### src/hw/rtl/apra_pkg.sv
`timescale 1ns / 1ps
// ----------------------------------------------------------------------------
// apra_pkg
// Shared constants, register indexes and state type of the aligned page
// region allocator.
// ----------------------------------------------------------------------------
package apra_pkg;

    localparam int MAX_PAGES  = 256;
    localparam int ROW_BITS   = 16;
    localparam int MAP_ROWS   = MAX_PAGES / ROW_BITS;
    localparam int ROW_AW     = $clog2(MAP_ROWS);
    localparam int COL_AW     = $clog2(ROW_BITS);
    localparam int PAGE_AW    = $clog2(MAX_PAGES);
    localparam int COUNT_W    = PAGE_AW + 1;
    localparam int MAX_ORDER  = PAGE_AW;

    localparam int ADDR_W     = 32;
    localparam int SHIFT_W    = 5;
    localparam int CFG_IDX_W  = 2;
    localparam int VPAGE_W    = 20;   // 32-bit byte value over a 4 KiB minimum page
    localparam int ORDER_W    = 5;

    localparam logic [SHIFT_W-1:0] SHIFT_MIN = 5'd12;
    localparam logic [SHIFT_W-1:0] SHIFT_MAX = 5'd20;

    localparam logic [CFG_IDX_W-1:0] REG_POOL_BASE  = 2'd0;
    localparam logic [CFG_IDX_W-1:0] REG_PAGE_SHIFT = 2'd1;
    localparam logic [CFG_IDX_W-1:0] REG_PAGE_COUNT = 2'd2;

    localparam logic REQ_ALLOC   = 1'b0;
    localparam logic REQ_RELEASE = 1'b1;

    typedef enum logic [2:0] {
        ST_IDLE,
        ST_PREP,
        ST_SCAN_RD,
        ST_SCAN_CHK,
        ST_UPD_RD,
        ST_UPD_WR,
        ST_RESP
    } state_t;

    // bit length of a page-count-minus-one value
    function automatic logic [ORDER_W-1:0] bit_length(input logic [VPAGE_W-1:0] v);
        logic [ORDER_W-1:0] n;
        n = '0;
        for (int i = 0; i < VPAGE_W; i++) begin
            if (v[i]) begin
                n = ORDER_W'(i + 1);
            end
        end
        return n;
    endfunction

endpackage

### src/hw/rtl/aligned_page_region_allocator_unit.sv
`timescale 1ns / 1ps
// ----------------------------------------------------------------------------
// aligned_page_region_allocator_unit
// Power-of-two aligned page region allocator over a one-bit-per-page map.
// ----------------------------------------------------------------------------
// Flow: zero size, oversize or out-of-pool release go straight to the response;
//   release reads and writes each map row touched (up to 16 rows); allocate
//   reads and checks each map row scanned, then reads and writes each row
//   marked. One request in flight at a time.
// Map access: bounded by the single-port page map: every scanned or updated
//   row costs one read and one check or write.
// Reset: aresetn (synchronous, active low) resets the FSM and config registers
//   (shift to SHIFT_MIN), clears the per-row valid bits: the whole map reads free.
// ----------------------------------------------------------------------------
module aligned_page_region_allocator_unit
    import apra_pkg::*;
(
    input  logic                 aclk,
    input  logic                 aresetn,

    // configuration write port
    input  logic                 cfg_we,
    input  logic [CFG_IDX_W-1:0] cfg_index,
    input  logic [ADDR_W-1:0]    cfg_wdata,

    // request channel
    input  logic                 s_valid,
    output logic                 s_ready,
    input  logic                 s_req_type,
    input  logic [ADDR_W-1:0]    s_request_size,
    input  logic [ADDR_W-1:0]    s_release_addr,

    // result channel
    output logic                 m_valid,
    input  logic                 m_ready,
    output logic [ADDR_W-1:0]    m_region_addr,
    output logic                 m_ok
);

    // ------------------------------------------------------------------
    // Configuration registers, stored already clamped to their legal range
    // ------------------------------------------------------------------
    logic [ADDR_W-1:0]  base_reg;
    logic [SHIFT_W-1:0] shift_reg;
    logic [COUNT_W-1:0] count_reg;

    logic [SHIFT_W-1:0] cfg_shift;
    logic [COUNT_W-1:0] cfg_count;

    assign cfg_shift = (cfg_wdata[SHIFT_W-1:0] < SHIFT_MIN) ? SHIFT_MIN :
                       (cfg_wdata[SHIFT_W-1:0] > SHIFT_MAX) ? SHIFT_MAX :
                       cfg_wdata[SHIFT_W-1:0];
    assign cfg_count = (cfg_wdata[COUNT_W-1:0] > COUNT_W'(MAX_PAGES)) ?
                       COUNT_W'(MAX_PAGES) : cfg_wdata[COUNT_W-1:0];

    always_ff @(posedge aclk) begin
        if (!aresetn) begin
            base_reg  <= '0;
            shift_reg <= SHIFT_MIN;
            count_reg <= '0;
        end else if (cfg_we) begin
            case (cfg_index)
                REG_POOL_BASE:  base_reg  <= cfg_wdata;
                REG_PAGE_SHIFT: shift_reg <= cfg_shift;
                REG_PAGE_COUNT: count_reg <= cfg_count;
                default: ;
            endcase
        end
    end

    // ------------------------------------------------------------------
    // Page map: MAP_ROWS rows of ROW_BITS pages, one read or one write a
    // cycle, registered read. Per-row valid bits stand in for a clear.
    // ------------------------------------------------------------------
    logic [ROW_BITS-1:0] map_mem [MAP_ROWS];
    logic [MAP_ROWS-1:0] row_vld_reg;
    logic [ROW_BITS-1:0] rd_data_reg;
    logic                rd_vld_reg;

    logic                mem_rd_en;
    logic                mem_wr_en;
    logic [ROW_BITS-1:0] mem_wr_data;
    logic [ROW_BITS-1:0] row_data;

    // ------------------------------------------------------------------
    // Request and sequencer registers
    // ------------------------------------------------------------------
    state_t             state_reg, state_next;
    logic               rel_reg, rel_next;
    logic               zero_reg, zero_next;
    logic [VPAGE_W-1:0] v_reg, v_next;           // pages - 1
    logic [VPAGE_W-1:0] pageno_reg, pageno_next; // release page number
    logic [3:0]         order_reg, order_next;
    logic [COUNT_W-1:0] cand_reg, cand_next;     // candidate start page
    logic [ROW_AW-1:0]  row_reg, row_next;
    logic [PAGE_AW-1:0] lo_reg, lo_next;         // update range [lo, hi)
    logic [COUNT_W-1:0] hi_reg, hi_next;
    logic               set_reg, set_next;
    logic [ADDR_W-1:0]  res_addr_reg, res_addr_next;
    logic               res_ok_reg, res_ok_next;
    logic               m_valid_reg, m_valid_next;
    logic [ADDR_W-1:0]  m_addr_reg, m_addr_next;
    logic               m_ok_reg, m_ok_next;

    always_ff @(posedge aclk) begin
        if (mem_rd_en) begin
            rd_data_reg <= map_mem[row_reg];
        end
        if (mem_wr_en) begin
            map_mem[row_reg] <= mem_wr_data;
        end
    end

    always_ff @(posedge aclk) begin
        if (!aresetn) begin
            row_vld_reg <= '0;
            rd_vld_reg  <= 1'b0;
        end else begin
            if (mem_rd_en) begin
                rd_vld_reg <= row_vld_reg[row_reg];
            end
            if (mem_wr_en) begin
                row_vld_reg[row_reg] <= 1'b1;
            end
        end
    end

    assign row_data = rd_vld_reg ? rd_data_reg : '0;

    // ------------------------------------------------------------------
    // Decode of the order once the page count is known
    // ------------------------------------------------------------------
    logic [ORDER_W-1:0] prep_order;
    logic               prep_big;
    logic [VPAGE_W:0]   prep_len;
    logic [VPAGE_W:0]   rel_end;
    logic               rel_fit;

    assign prep_order = bit_length(v_reg);
    assign prep_big   = prep_order > ORDER_W'(MAX_ORDER);
    assign prep_len   = (VPAGE_W+1)'(1) << prep_order;
    assign rel_end    = {1'b0, pageno_reg} + prep_len;
    assign rel_fit    = rel_end <= (VPAGE_W+1)'(count_reg);

    // ------------------------------------------------------------------
    // Scan support
    // ------------------------------------------------------------------
    logic [COUNT_W-1:0] len_w;
    logic               small_mode;   // region fits inside one row
    logic [COUNT_W-1:0] step_w;
    logic [COUNT_W:0]   cand_end;
    logic               scan_fit;
    logic [COUNT_W-1:0] cand_adv;
    logic [ROW_AW-1:0]  last_row;
    logic               row_free;
    logic [ROW_BITS-1:0] len_mask;
    logic               slot_found;
    logic [COL_AW-1:0]  slot_idx;

    assign len_w      = COUNT_W'(1) << order_reg;
    assign small_mode = order_reg <= 4'(COL_AW);
    assign step_w     = small_mode ? COUNT_W'(ROW_BITS) : len_w;
    assign cand_end   = {1'b0, cand_reg} + {1'b0, len_w};
    assign scan_fit   = cand_end <= {1'b0, count_reg};
    assign cand_adv   = cand_reg + step_w;
    assign last_row   = ROW_AW'((cand_end - (COUNT_W+1)'(1)) >> COL_AW);
    assign row_free   = row_data == '0;
    assign len_mask   = ROW_BITS'(((ROW_BITS+1)'(1) << len_w[COL_AW:0]) - (ROW_BITS+1)'(1));

    // first aligned free slot in the row whose end stays inside the pool
    always_comb begin
        logic [ROW_BITS-1:0] smask;
        logic                aligned;
        logic [COUNT_W:0]    send;
        slot_found = 1'b0;
        slot_idx   = '0;
        for (int j = ROW_BITS - 1; j >= 0; j--) begin
            smask   = len_mask << j;
            aligned = (COL_AW'(j) & COL_AW'(len_w - COUNT_W'(1))) == '0;
            send    = {1'b0, cand_reg} + (COUNT_W+1)'(j) + {1'b0, len_w};
            if (aligned && ((row_data & smask) == '0) && (send <= {1'b0, count_reg})) begin
                slot_found = 1'b1;
                slot_idx   = COL_AW'(j);
            end
        end
    end

    // ------------------------------------------------------------------
    // Row update: set or clear the pages of [lo, hi) in the current row
    // ------------------------------------------------------------------
    logic [ROW_BITS-1:0] upd_mask;
    logic [COUNT_W-1:0]  hi_m1;
    logic                upd_last;
    logic [ADDR_W-1:0]   alloc_addr;

    always_comb begin
        logic [COUNT_W-1:0] page;
        for (int j = 0; j < ROW_BITS; j++) begin
            page        = {1'b0, row_reg, COL_AW'(j)};
            upd_mask[j] = (page >= {1'b0, lo_reg}) && (page < hi_reg);
        end
    end

    assign mem_wr_data = set_reg ? (row_data | upd_mask) : (row_data & ~upd_mask);
    assign hi_m1       = hi_reg - COUNT_W'(1);
    assign upd_last    = row_reg == hi_m1[PAGE_AW-1:COL_AW];
    assign alloc_addr  = base_reg + (ADDR_W'(lo_reg) << shift_reg);

    // ------------------------------------------------------------------
    // FSM: next state
    // ------------------------------------------------------------------
    always_comb begin
        state_next = state_reg;
        case (state_reg)
            ST_IDLE: begin
                if (s_valid) begin
                    state_next = ST_PREP;
                end
            end
            ST_PREP: begin
                if (zero_reg || prep_big) begin
                    state_next = ST_RESP;
                end else if (rel_reg == REQ_RELEASE) begin
                    state_next = rel_fit ? ST_UPD_RD : ST_RESP;
                end else begin
                    state_next = ST_SCAN_RD;
                end
            end
            ST_SCAN_RD: begin
                state_next = scan_fit ? ST_SCAN_CHK : ST_RESP;
            end
            ST_SCAN_CHK: begin
                if (small_mode) begin
                    state_next = slot_found ? ST_UPD_RD : ST_SCAN_RD;
                end else if (row_free && (row_reg == last_row)) begin
                    state_next = ST_UPD_RD;
                end else begin
                    state_next = ST_SCAN_RD;
                end
            end
            ST_UPD_RD: begin
                state_next = ST_UPD_WR;
            end
            ST_UPD_WR: begin
                if (upd_last) begin
                    state_next = ST_RESP;
                end else begin
                    state_next = ST_UPD_RD;
                end
            end
            ST_RESP: begin
                if (!m_valid_reg || m_ready) begin
                    state_next = ST_IDLE;
                end
            end
            default: begin
                state_next = ST_IDLE;
            end
        endcase
    end

    // ------------------------------------------------------------------
    // FSM: outputs
    // ------------------------------------------------------------------
    always_comb begin
        s_ready   = 1'b0;
        mem_rd_en = 1'b0;
        mem_wr_en = 1'b0;
        case (state_reg)
            ST_IDLE:    s_ready   = 1'b1;
            ST_SCAN_RD: mem_rd_en = scan_fit;
            ST_UPD_RD:  mem_rd_en = 1'b1;
            ST_UPD_WR:  mem_wr_en = 1'b1;
            default: ;
        endcase
    end

    // ------------------------------------------------------------------
    // Datapath next values
    // ------------------------------------------------------------------
    always_comb begin
        rel_next      = rel_reg;
        zero_next     = zero_reg;
        v_next        = v_reg;
        pageno_next   = pageno_reg;
        order_next    = order_reg;
        cand_next     = cand_reg;
        row_next      = row_reg;
        lo_next       = lo_reg;
        hi_next       = hi_reg;
        set_next      = set_reg;
        res_addr_next = res_addr_reg;
        res_ok_next   = res_ok_reg;
        m_valid_next  = m_valid_reg && !m_ready;
        m_addr_next   = m_addr_reg;
        m_ok_next     = m_ok_reg;

        case (state_reg)
            ST_IDLE: begin
                // latch the transfer; pages - 1 = (size - 1) >> shift for size > 0
                rel_next    = s_req_type;
                zero_next   = s_request_size == '0;
                v_next      = VPAGE_W'((s_request_size - ADDR_W'(1)) >> shift_reg);
                pageno_next = VPAGE_W'((s_release_addr - base_reg) >> shift_reg);
            end
            ST_PREP: begin
                order_next    = prep_order[3:0];
                res_addr_next = '0;
                res_ok_next   = 1'b0;
                cand_next     = '0;
                row_next      = '0;
                if (rel_reg == REQ_RELEASE) begin
                    lo_next  = pageno_reg[PAGE_AW-1:0];
                    hi_next  = COUNT_W'(rel_end);
                    set_next = 1'b0;
                    row_next = pageno_reg[PAGE_AW-1:COL_AW];
                end
            end
            ST_SCAN_CHK: begin
                if (small_mode && slot_found) begin
                    lo_next  = cand_reg[PAGE_AW-1:0] | PAGE_AW'(slot_idx);
                    hi_next  = COUNT_W'(cand_reg[PAGE_AW-1:0] | PAGE_AW'(slot_idx)) + len_w;
                    set_next = 1'b1;
                end else if (!small_mode && row_free && (row_reg == last_row)) begin
                    lo_next  = cand_reg[PAGE_AW-1:0];
                    hi_next  = COUNT_W'(cand_end);
                    set_next = 1'b1;
                    row_next = cand_reg[PAGE_AW-1:COL_AW];
                end else if (small_mode || !row_free) begin
                    // skip to the next aligned candidate
                    cand_next = cand_adv;
                    row_next  = cand_adv[PAGE_AW-1:COL_AW];
                end else begin
                    row_next = row_reg + ROW_AW'(1);
                end
            end
            ST_UPD_WR: begin
                if (upd_last) begin
                    res_ok_next   = 1'b1;
                    res_addr_next = set_reg ? alloc_addr : '0;
                end else begin
                    row_next = row_reg + ROW_AW'(1);
                end
            end
            ST_RESP: begin
                if (!m_valid_reg || m_ready) begin
                    m_valid_next = 1'b1;
                    m_addr_next  = res_addr_reg;
                    m_ok_next    = res_ok_reg;
                end
            end
            default: ;
        endcase
    end

    always_ff @(posedge aclk) begin
        if (!aresetn) begin
            state_reg   <= ST_IDLE;
            m_valid_reg <= 1'b0;
        end else begin
            state_reg   <= state_next;
            m_valid_reg <= m_valid_next;
        end
    end

    always_ff @(posedge aclk) begin
        rel_reg      <= rel_next;
        zero_reg     <= zero_next;
        v_reg        <= v_next;
        pageno_reg   <= pageno_next;
        order_reg    <= order_next;
        cand_reg     <= cand_next;
        row_reg      <= row_next;
        lo_reg       <= lo_next;
        hi_reg       <= hi_next;
        set_reg      <= set_next;
        res_addr_reg <= res_addr_next;
        res_ok_reg   <= res_ok_next;
        m_addr_reg   <= m_addr_next;
        m_ok_reg     <= m_ok_next;
    end

    assign m_valid       = m_valid_reg;
    assign m_region_addr = m_addr_reg;
    assign m_ok          = m_ok_reg;

endmodule
### config.mk
export PLATFORM = sky130hd
export DESIGN_NAME = aligned_page_region_allocator_unit
export DESIGN_NICKNAME = d
export VERILOG_FILES = /design/src/hw/rtl/apra_pkg.sv /design/src/hw/rtl/aligned_page_region_allocator_unit.sv
export SDC_FILE = /design/constraint.sdc
export NUM_CORES = 1
export LEC_CHECK = 0
export BUFFER_PORTS_ARGS = -buffer_cell sky130_fd_sc_hd__clkbuf_2
export CAP_MARGIN = 10
export CORE_AREA = 3 3 242 244
export CTS_CLUSTER_SIZE = 10
export DETAILED_ROUTE_END_ITERATION = 6
export DIE_AREA = 0 0 245 247
export MAX_ROUTING_LAYER = met4
export PLACE_DENSITY = 0.81
export SETUP_SLACK_MARGIN = 0.4
export SYNTH_ARGS = -nofsm -noshare
export SYNTH_HDL_FRONTEND = slang
export SYNTH_SLANG_ARGS = --single-unit
### constraint.sdc
create_clock -name aclk -period 7.9 [get_ports aclk]
set_input_delay 0.395 -clock aclk [delete_from_list [all_inputs] [get_ports aclk]]
set_output_delay 0.395 -clock aclk [all_outputs]
set_load 0.01 [all_outputs]
After elaboration in Yosys (flattened, before gate mapping). Memories as Yosys holds them, arrays and structs flattened. A register that Yosys moved wholly into a read port is not among the register bits. Cells that the tools add are included.

Register bits: 210. Bits in writable memories: 256. Bits of input ports: 104. Word-level logic and storage cells: 381. Memories: 1.

Memories: map_mem (depth 16, bits a word 16, rd ports 1, clocked after memory_dff 1, wr ports 1, RTL line aligned_page_region_allocator_unit.sv:75) `logic [ROW_BITS-1:0] map_mem [MAP_ROWS];`.

Add/sub/neg operators: 42. $lt $le $gt $ge: 56. Equal/unequal tests: 19. Shift-type cells: 6. Multiplexer cells: 107. Bitwise gates (word level): 22. Reductions and logical operators: 107.

Operators with widths (number): $and A16 B16 Y16 (17); $logic_not A16 Y1 (17); $le A10 B9 Y1 (16); $add A10 B9 Y10 (15); $lt A8 B9 Y1 (16); $ge A8 B8 Y1 (16); $mux W4 (21); $add A9 B4 Y10 const B (8); $mux W5 (16); $mux W9 (8); $mux W32 (2); $pmux W32 S2 (1); $shr A32 B5 Y20 (2); $logic_not A4 Y1 (15); $logic_and A1 B1 Y1 (53); $add A9 B3 Y10 const B (4); $pmux W9 S2 (2); $mux W3 (11); $add A32 B32 Y32 (1); $logic_not A32 Y1 (1); $mux W16 (2); $or A16 B16 Y16 (2); $shl A8 B5 Y32 (1); $sub A32 B1 Y32 const B (1); other kinds (50) (111).

Depth between registers and ports, before layout. Gate-level depths: netlist (run 1).

Depth in word-level cells: 27. Gate-level depth with buffers: 37.

Worst setup path before layout (run 1). No wires, ideal clock.

Path kind: flip-flop to flip-flop. Start: reg order_reg[1]. End: reg hi_reg[6], data pin. Arrival: 6.551 ns. Path slack: 1.081 ns. Cell stages (with the launch flop): 35. Period minus slack after synthesis: 6.819 ns. Cell sequence: edfxtp_1 > clkbuf_1 > clkbuf_1 > nand2b_1 > or2_2 > ha_1 > inv_1 > ha_1 > fa_1 > a21o_1 > a21oi_1 > o21ai_0 > xor2_1 > ha_1 > nand2_1 > nor2_1 > a2111oi_0 > o211ai_1 > a2111oi_0 > nand2b_1 > a21bo_2 > a211o_1 > a31oi_1 > o211ai_1 > nand2_1 > ha_1 > fa_1 > a21o_1 > a21oi_1 > nor2_1 > o21ai_0 > nand2_1 > xor2_1 > mux2i_1 > o21ai_0.

Cells in the longest elaborated chain, start to end: 27. Elaborated cells between the ends (all ways): 153. Those cells by class: add/sub (19); order compare (17); shift (2); mux (35); bitwise (17); reduce/logical (63).

RTL lines: start, declared (RTL line aligned_page_region_allocator_unit.sv:93) `logic [3:0] order_reg, order_next;`; start signal, assigned (RTL line aligned_page_region_allocator_unit.sv:371) `order_reg <= order_next;`; $shl A1 B4 Y9 (RTL line aligned_page_region_allocator_unit.sv:160) `assign len_w = COUNT_W'(1) << order_reg;`; $shl A1 B5 Y16 (RTL line aligned_page_region_allocator_unit.sv:168) `assign len_mask = ROW_BITS'(((ROW_BITS+1)'(1) << len_w[COL_AW:0]) - (ROW_BITS+1)'(1));`; $sub A16 B2 Y16 (RTL line aligned_page_region_allocator_unit.sv:168); $and A16 B16 Y16 (RTL line aligned_page_region_allocator_unit.sv:181) `if (aligned && ((row_data & smask) == '0) && (send <= {1'b0, count_reg})) begin`; $logic_not A16 Y1 (RTL line aligned_page_region_allocator_unit.sv:181); $logic_and A1 B1 Y1 (2 in a row) (RTL line aligned_page_region_allocator_unit.sv:181); $mux W4 (16 in a row) (RTL line aligned_page_region_allocator_unit.sv:181); $or A8 B4 Y8 (RTL line aligned_page_region_allocator_unit.sv:322) `hi_next = COUNT_W'(cand_reg[PAGE_AW-1:0] | PAGE_AW'(slot_idx)) + len_w;`; $add A8 B9 Y9 (RTL line aligned_page_region_allocator_unit.sv:322); $mux W9 * (RTL line aligned_page_region_allocator_unit.sv:320) `if (small_mode && slot_found) begin`; $pmux W9 S2 * (RTL line aligned_page_region_allocator_unit.sv:298) `case (state_reg)`; via hi_next[6] (RTL line aligned_page_region_allocator_unit.sv:97) `logic [COUNT_W-1:0] hi_reg, hi_next;`; end signal, assigned (RTL line aligned_page_region_allocator_unit.sv:375) `hi_reg <= hi_next;`; end, declared (RTL line aligned_page_region_allocator_unit.sv:97).

The timed path passes the listed nets; every way through them passes the cells marked *. The select of a mux whose other input is x is not followed. A chain may end at the register's enable or synchronous reset.

Final worst setup path (run 1).
Start: reg order_reg[3]. End: reg hi_reg[6], data pin.

Same word-level chain as after synthesis.

==> results.sh, run 1 <==
export IMPL_status="finished clean"
export IMPL_rr_startpoint="order_reg[3]$_DFFE_PP_"
export IMPL_crit_end="hi_reg[6]$_DFFE_PP_"
export IMPL_synth_avg_cell_area_um2=9.80
export IMPL_io_pins=139
export IMPL_yosysTopAreaCell="edfxtp_1"
export IMPL_htree_num_levels=2
export IMPL_relSlewSlack_pct=16.1
export IMPL_firstDrtPassIters=6
export IMPL_critPathLaunchType="register"
export IMPL_fin_nets=4210
export IMPL_skew_ns=0.0669
export IMPL_r2r_end="hi_reg[6]$_DFFE_PP_"
export IMPL_hp_class="in2reg"
export IMPL_synthCells=3677
export IMPL_cts_root_buf="clkbuf_16"
export IMPL_clockBufferDepth=3
export IMPL_ys_top_cells_by_count="edfxtp_1, nor2_1, nand2_1, a21oi_1, ha_1"
export IMPL_utilization_pct=70.2
export IMPL_synth_ff_type="edfxtp_1"
export IMPL_groute_usage_overall_pct=38.3
export IMPL_critPathRequiredTime_ns=8.25
export IMPL_drtIter0Drc=4233
export IMPL_crit_path_top_delay_cell="or4b_1"
export IMPL_start_util_pct=63.8
export IMPL_path_clk_slew_ns=0.06
export IMPL_placedCellCount=4487
export IMPL_drive_above_1_share_pct=13.3
export IMPL_routed_wirelength_um=115000
export IMPL_critical_path_max_stage_delay_ns=0.63
export IMPL_top_register="map_mem"
export IMPL_yosys_warnings=0
export IMPL_dieArea_mm2=0.0605
export IMPL_final_area_mm2=0.0397
export IMPL_globalRouteOverflowTotal=0
export IMPL_grt_pass1_wl_um=175000
export IMPL_cts_tree="done"
export IMPL_viasPerCell=6.79
export IMPL_fp_dieW_um=245
export IMPL_die_h_um=247
export IMPL_clock_sinks=482
export IMPL_synth_edf_count=415
export IMPL_hpwl_um=81100
export IMPL_drtAntennaViolNets=0
export IMPL_ys_seq_area_share_pct=38.3
export IMPL_ys_types=100
export IMPL_fin_crit_sh_pct=92.0
export IMPL_cp_max_fo=13
export IMPL_rsz0062_at_grt="yes"
export IMPL_p_leak_nw=15.1
export IMPL_avgRoutedWirePerCell_um=25.1
export IMPL_fin_crit_ns=7.27
export IMPL_setup_viol_count_final=0
export IMPL_fin_setup_tns_ns=0
export IMPL_row_count=87
export IMPL_core_mm2=0.0565
export IMPL_port_buffers=138
export IMPL_startpoint="order_reg[3]$_DFFE_PP_"
export IMPL_vias=31200
export IMPL_antenna_found_initial=3
export IMPL_place_area_mm2=0.0378
export IMPL_drcViolationCount=0
export IMPL_clock_latency_ns=0.65
export IMPL_largest_reg_flops=256
export IMPL_rr_worst_depth=31
export IMPL_critPathArrivalTime_ns=7.62
export IMPL_worst_setup_path_end_kind="register"
export IMPL_synth_top_area_share_pct=34.6
export IMPL_fillCellCount=4161
export IMPL_post_synth_top_count_cell="edfxtp_1"
export IMPL_maxCapViolCount=0
export IMPL_r2r_setup_slack_ns=0.63
export IMPL_crit_buf_inv=3
export IMPL_cts_buffers=55
export IMPL_synth_area_mm2=0.0360
export IMPL_crit_top_cell="o21ai_0"
export IMPL_ys_seq_elements=482
export IMPL_fmax_mhz=138
export IMPL_grt_max_degree=77
export IMPL_worstMarginPinSlew_ns=1.26
export IMPL_drv_slew=0
export IMPL_finalHoldViolCount=0
export IMPL_ys_async_sr_fraction_pct=0
export IMPL_path_class="reg2reg"
export IMPL_cp_top_family="compound AO/OA/AOI/OAI gates"
export IMPL_vdd_drop_max_v=0.000329
export IMPL_synth_area_leaders="edfxtp_1, ha_1, mux4_2"
export IMPL_place_gp_congestion=1.03
export IMPL_cp_depth=31
export IMPL_syn2layout_area_growth_pct=10.1
export IMPL_powerDensity_mw_per_mm2=311
export IMPL_grt_pass1_vias=29200
export IMPL_stdcell_count=4596
power breakdown:
part | switching, mW | total (mW) | internal (mW)
clock network | 1.04 | 2.33 | 1.29
logic | 3.88 | 6.33 | 2.45
registers | 0.310 | 3.68 | 3.36
cell families (layout without fill, tap and decap cells):
kind of cell	count (synthesis)	count (layout)	synth area share (%)
mux	208	208	9.23
buf+inv	343	501	3.63
fa+ha+maj	296	296	10.7
other cells	2	7	0.0208
xor+xnor	213	213	5.29
compound gates	1008	1008	18.2
simple gates	1125	1125	14.7
flops	482	482	38.3
per-layer routing:
| layer | track usage [%] | part of all wire, % | vias up |
|---|---|---|---|
| li1 | - | - | 14000 |
| met1 | 53.2 | 41 | 14800 |
| met2 | 58.6 | 45 | 2014 |
| met3 | 5.41 | 10 | 326 |
| met4 | 12.8 | 3.9 | 0 |
| met5 | - | 0 | - |
worst min-delay path by stage:
stage	start	endpoint	slack (ns)	cells past startpoint
after CTS	cfg_wdata[11]	base_reg[11]$_SDFFE_PN0P_	0.002	3
after detailed placement	res_addr_reg[0]$_SDFFCE_PN0P_	m_region_addr[0]$_DFFE_PP_	0.40	0
after global placement	res_addr_reg[20]$_SDFFCE_PN0P_	m_region_addr[20]$_DFFE_PP_	0.40	0
after global routing	cfg_wdata[11]	base_reg[11]$_SDFFE_PN0P_	0.02	3
final	cfg_wdata[18]	base_reg[18]$_SDFFE_PN0P_	0.02	3
after floorplan	res_ok_reg$_DFFE_PP_	m_ok$_DFFE_PP_	0.40	0
stage by stage:
step	setup slack (ns)	power, mW	hold slack, ns
CTS	0.452	12.1	0.00183
detailed placement	0.395	9.75	0.405
floorplan	1.08	7.90	0.400
global route	0.357	13.0	0.0240
finish	0.628	12.3	0.0249
global placement	0.588	9.63	0.401
worst reg2reg max path: cells and delay by family, from the launching register on:
family / cells / cell delay, ns
AO/OA/AOI/OAI: 13 / 2.69
XOR/XNOR: 2 / 0.38
adder cells (fa/ha/maj): 5 / 1.69
buffers and inverters: 3 / 0.52
flip-flops: 1 / 0.44
multiplexers: 1 / 0.13
AND/OR/NAND/NOR: 7 / 1.18
what timing repair did:
item                                    in CTS  in global routing
endpoints found under the setup margin       1                  5
buffers inserted                             0                  1
endpoints found under the hold margin       19                  0
resized for setup                            1                 19
hold buffers                                19                  0
pin swaps                                    0                  1
final cells by class:
cell class	count	area, um^2	area share (%)
clock buffer	78	1470	3.71
multi-input combinational	2855	21100	53.1
clock inverter	7	111	0.281
inverter	162	612	1.54
timing repair buffer	254	1640	4.13
tap	756	946	2.38
sequential	482	13800	34.8
antenna	2	5.00	0.0126
cells in the final DEF, fill, tap and decap left out, types with 30 or more instances in the layout:
cell type / n
mux2i_1: 84
a211oi_1: 38
nor2_1: 377
a21oi_1: 285
nor3_1: 64
or3_1: 30
a21o_1: 89
edfxtp_1: 415
o211ai_1: 33
xor2_1: 70
clkbuf_2: 138
o22ai_1: 31
xnor2_1: 139
nand2b_1: 41
dfxtp_1: 63
o21a_1: 42
buf_4: 95
nand3_1: 80
inv_1: 153
o21ai_0: 206
ha_1: 275
nor2b_1: 30
mux4_2: 97
clkbuf_16: 55
nand2_1: 300
No activity file was read; power rests on OpenSTA's default activity.
==> inputs of run 2 (changes only) <==
- CELL_PAD_IN_SITES_DETAIL_PLACEMENT: unset -> 0
- CELL_PAD_IN_SITES_GLOBAL_PLACEMENT: unset -> 1
- CORE_AREA: 3 3 242 244 -> 3 3 273 275
- DIE_AREA: 0 0 245 247 -> 0 0 276 278
- PLACE_DENSITY: 0.81 -> unset
- PLACE_DENSITY_LB_ADDON: unset -> 0.1
==> run 2 against run 1 <==
  * The flow now finishes with violations (DRC)
  * Register-to-register slack improved by 0.04 ns
  * Setup slack improved by 0.041 ns
  * Highest routed layer unchanged
  * Clock skew is essentially flat
==> results.sh, run 2 (synthesized netlist as in run 1, its figures left out) <==
export IMPL_status="finished with violations"
export IMPL_violations="DRC"
export IMPL_fin_nets=4230
export IMPL_path_clk_slew_ns=0.06
export IMPL_fin_crit_sh_pct=91.5
export IMPL_fp_dieW_um=276
export IMPL_p_leak_nw=15.3
export IMPL_routed_wirelength_um=121000
export IMPL_r2r_setup_slack_ns=0.67
export IMPL_drtAntennaViolNets=0
export IMPL_cts_tree="done"
export IMPL_grt_pass1_wl_um=182000
export IMPL_stdcell_count=4828
export IMPL_hpwl_um=89700
export IMPL_critPathLaunchType="register"
export IMPL_placedCellCount=4703
export IMPL_clock_latency_ns=0.65
export IMPL_rsz0062_at_grt="yes"
export IMPL_hold_ws_ns=0.0247
export IMPL_path_class="reg2reg"
export IMPL_worstMarginPinSlew_ns=1.12
export IMPL_fin_setup_tns_ns=0
export IMPL_globalRouteOverflowTotal=0
export IMPL_final_setup_worst_slack_ns=0.669
export IMPL_final_common_cell="edfxtp_1"
export IMPL_dpl_worst_slack_ns=0.306
export IMPL_viasPerCell=6.30
export IMPL_relSlewSlack_pct=25.2
export IMPL_firstDrtPassIters=7
export IMPL_clockBufferDepth=3
export IMPL_drv_slew=0
export IMPL_vdd_drop_max_v=0.000296
export IMPL_drtIter0Drc=3237
export IMPL_place_gp_congestion=0.980
export IMPL_critPathArrivalTime_ns=7.57
export IMPL_syn2layout_area_growth_pct=11.7
export IMPL_cp_max_fo=8
export IMPL_htree_num_levels=2
export IMPL_powerDensity_mw_per_mm2=311
export IMPL_cts_root_buf="clkbuf_16"
export IMPL_layout_common_cells="edfxtp_1, nor2_1, nand2_1"
export IMPL_core_mm2=0.0726
export IMPL_skew_ns=0.0670
export IMPL_grt_max_degree=76
export IMPL_grt_pass1_vias=29200
export IMPL_groute_usage_overall_pct=31.4
export IMPL_crit_top_cell="a21oi_1"
export IMPL_vias=30400
export IMPL_fillCellCount=6450
export IMPL_multi_input_area_mm2=0.0211
export IMPL_drcViolationCount=1
export IMPL_row_count=99
export IMPL_avgRoutedWirePerCell_um=25.1
export IMPL_final_area_mm2=0.0402
export IMPL_fmax_mhz=138
export IMPL_io_pins=139
export IMPL_maxCapViolCount=0
export IMPL_start_util_pct=49.7
export IMPL_cts_buffers=57
export IMPL_hp_class="in2reg"
export IMPL_top_register="map_mem"
export IMPL_drive_above_1_share_pct=14.4
export IMPL_crit_path_top_delay_cell="fa_2"
export IMPL_finalHoldViolCount=0
export IMPL_port_buffers=138
export IMPL_critPathRequiredTime_ns=8.24
export IMPL_antenna_found_initial=8
export IMPL_place_area_mm2=0.0381
export IMPL_seq_area_mm2=0.0138
export IMPL_dieArea_mm2=0.0767
export IMPL_largest_reg_flops=256
export IMPL_critical_path_max_stage_delay_ns=0.48
export IMPL_setup_viol_count_final=0
export IMPL_clock_sinks=482
export IMPL_worst_setup_path_end_kind="register"
export IMPL_fin_crit_ns=7.23
export IMPL_die_h_um=278
run 2: repair_timing:
action | 4_1_cts | 5_1_grt
setup endpoints to repair | 2 | 6
pin swaps | 0 | 6
hold buffers | 17 | 0
hold endpoints to repair | 17 | 0
setup buffers | 0 | 8
gates resized for setup | 3 | 40
run 2: final timing paths:
path	startpoint	end	cells past startpoint
max	order_reg[3]$_DFFE_PP_	hi_reg[6]$_DFFE_PP_	31
min	cfg_wdata[17]	base_reg[17]$_SDFFE_PN0P_	3
max reg2reg	order_reg[3]$_DFFE_PP_	hi_reg[6]$_DFFE_PP_	31
min reg2reg	res_addr_reg[22]$_SDFFCE_PN0P_	m_region_addr[22]$_DFFE_PP_	0
run 2: layer usage:
metal | routed length, um | track usage, % | share of wire (%)
met5 | 0 | - | 0
met4 | 3510 | 8.72 | 2.9
met3 | 8040 | 3.96 | 6.6
met2 | 56100 | 48.8 | 46
met1 | 53500 | 43.6 | 44
run 2: layout make-up:
type,instances,share of cell area (%)
timing repair buffer,272,4.34
sequential,482,34.3
antenna,6,0.0373
multi-input combinational,2855,52.5
clock buffer,84,3.95
tap,959,2.98
clock inverter,8,0.302
inverter,162,1.52
run 2: stage by stage:
step | util (%) | total power [mW]
global route | 55.4 | 13.3
detailed placement | 52.5 | 9.91
global placement | 52.5 | 9.80
CTS | 55.1 | 12.4
finish | 55.4 | 12.5
floorplan | - | 7.90
run 2: critical path, delay by kind of cell, from the launching register on:
family	cells	cell delay (ns)
AO/OA/AOI/OAI	15	2.73
adder cells (fa/ha/maj)	6	2.00
AND/OR/NAND/NOR	6	1.11
flip-flops	1	0.43
XOR/XNOR	2	0.28
buffers and inverters	1	0.19
multiplexers	1	0.13
run 2: report_power, final:
part	switching, mW	total, mW	leakage (nW)	internal, mW
Combinational	3.96	6.47	10.1	2.51
Clock	1.01	2.40	0.820	1.39
Sequential	0.303	3.67	4.40	3.37
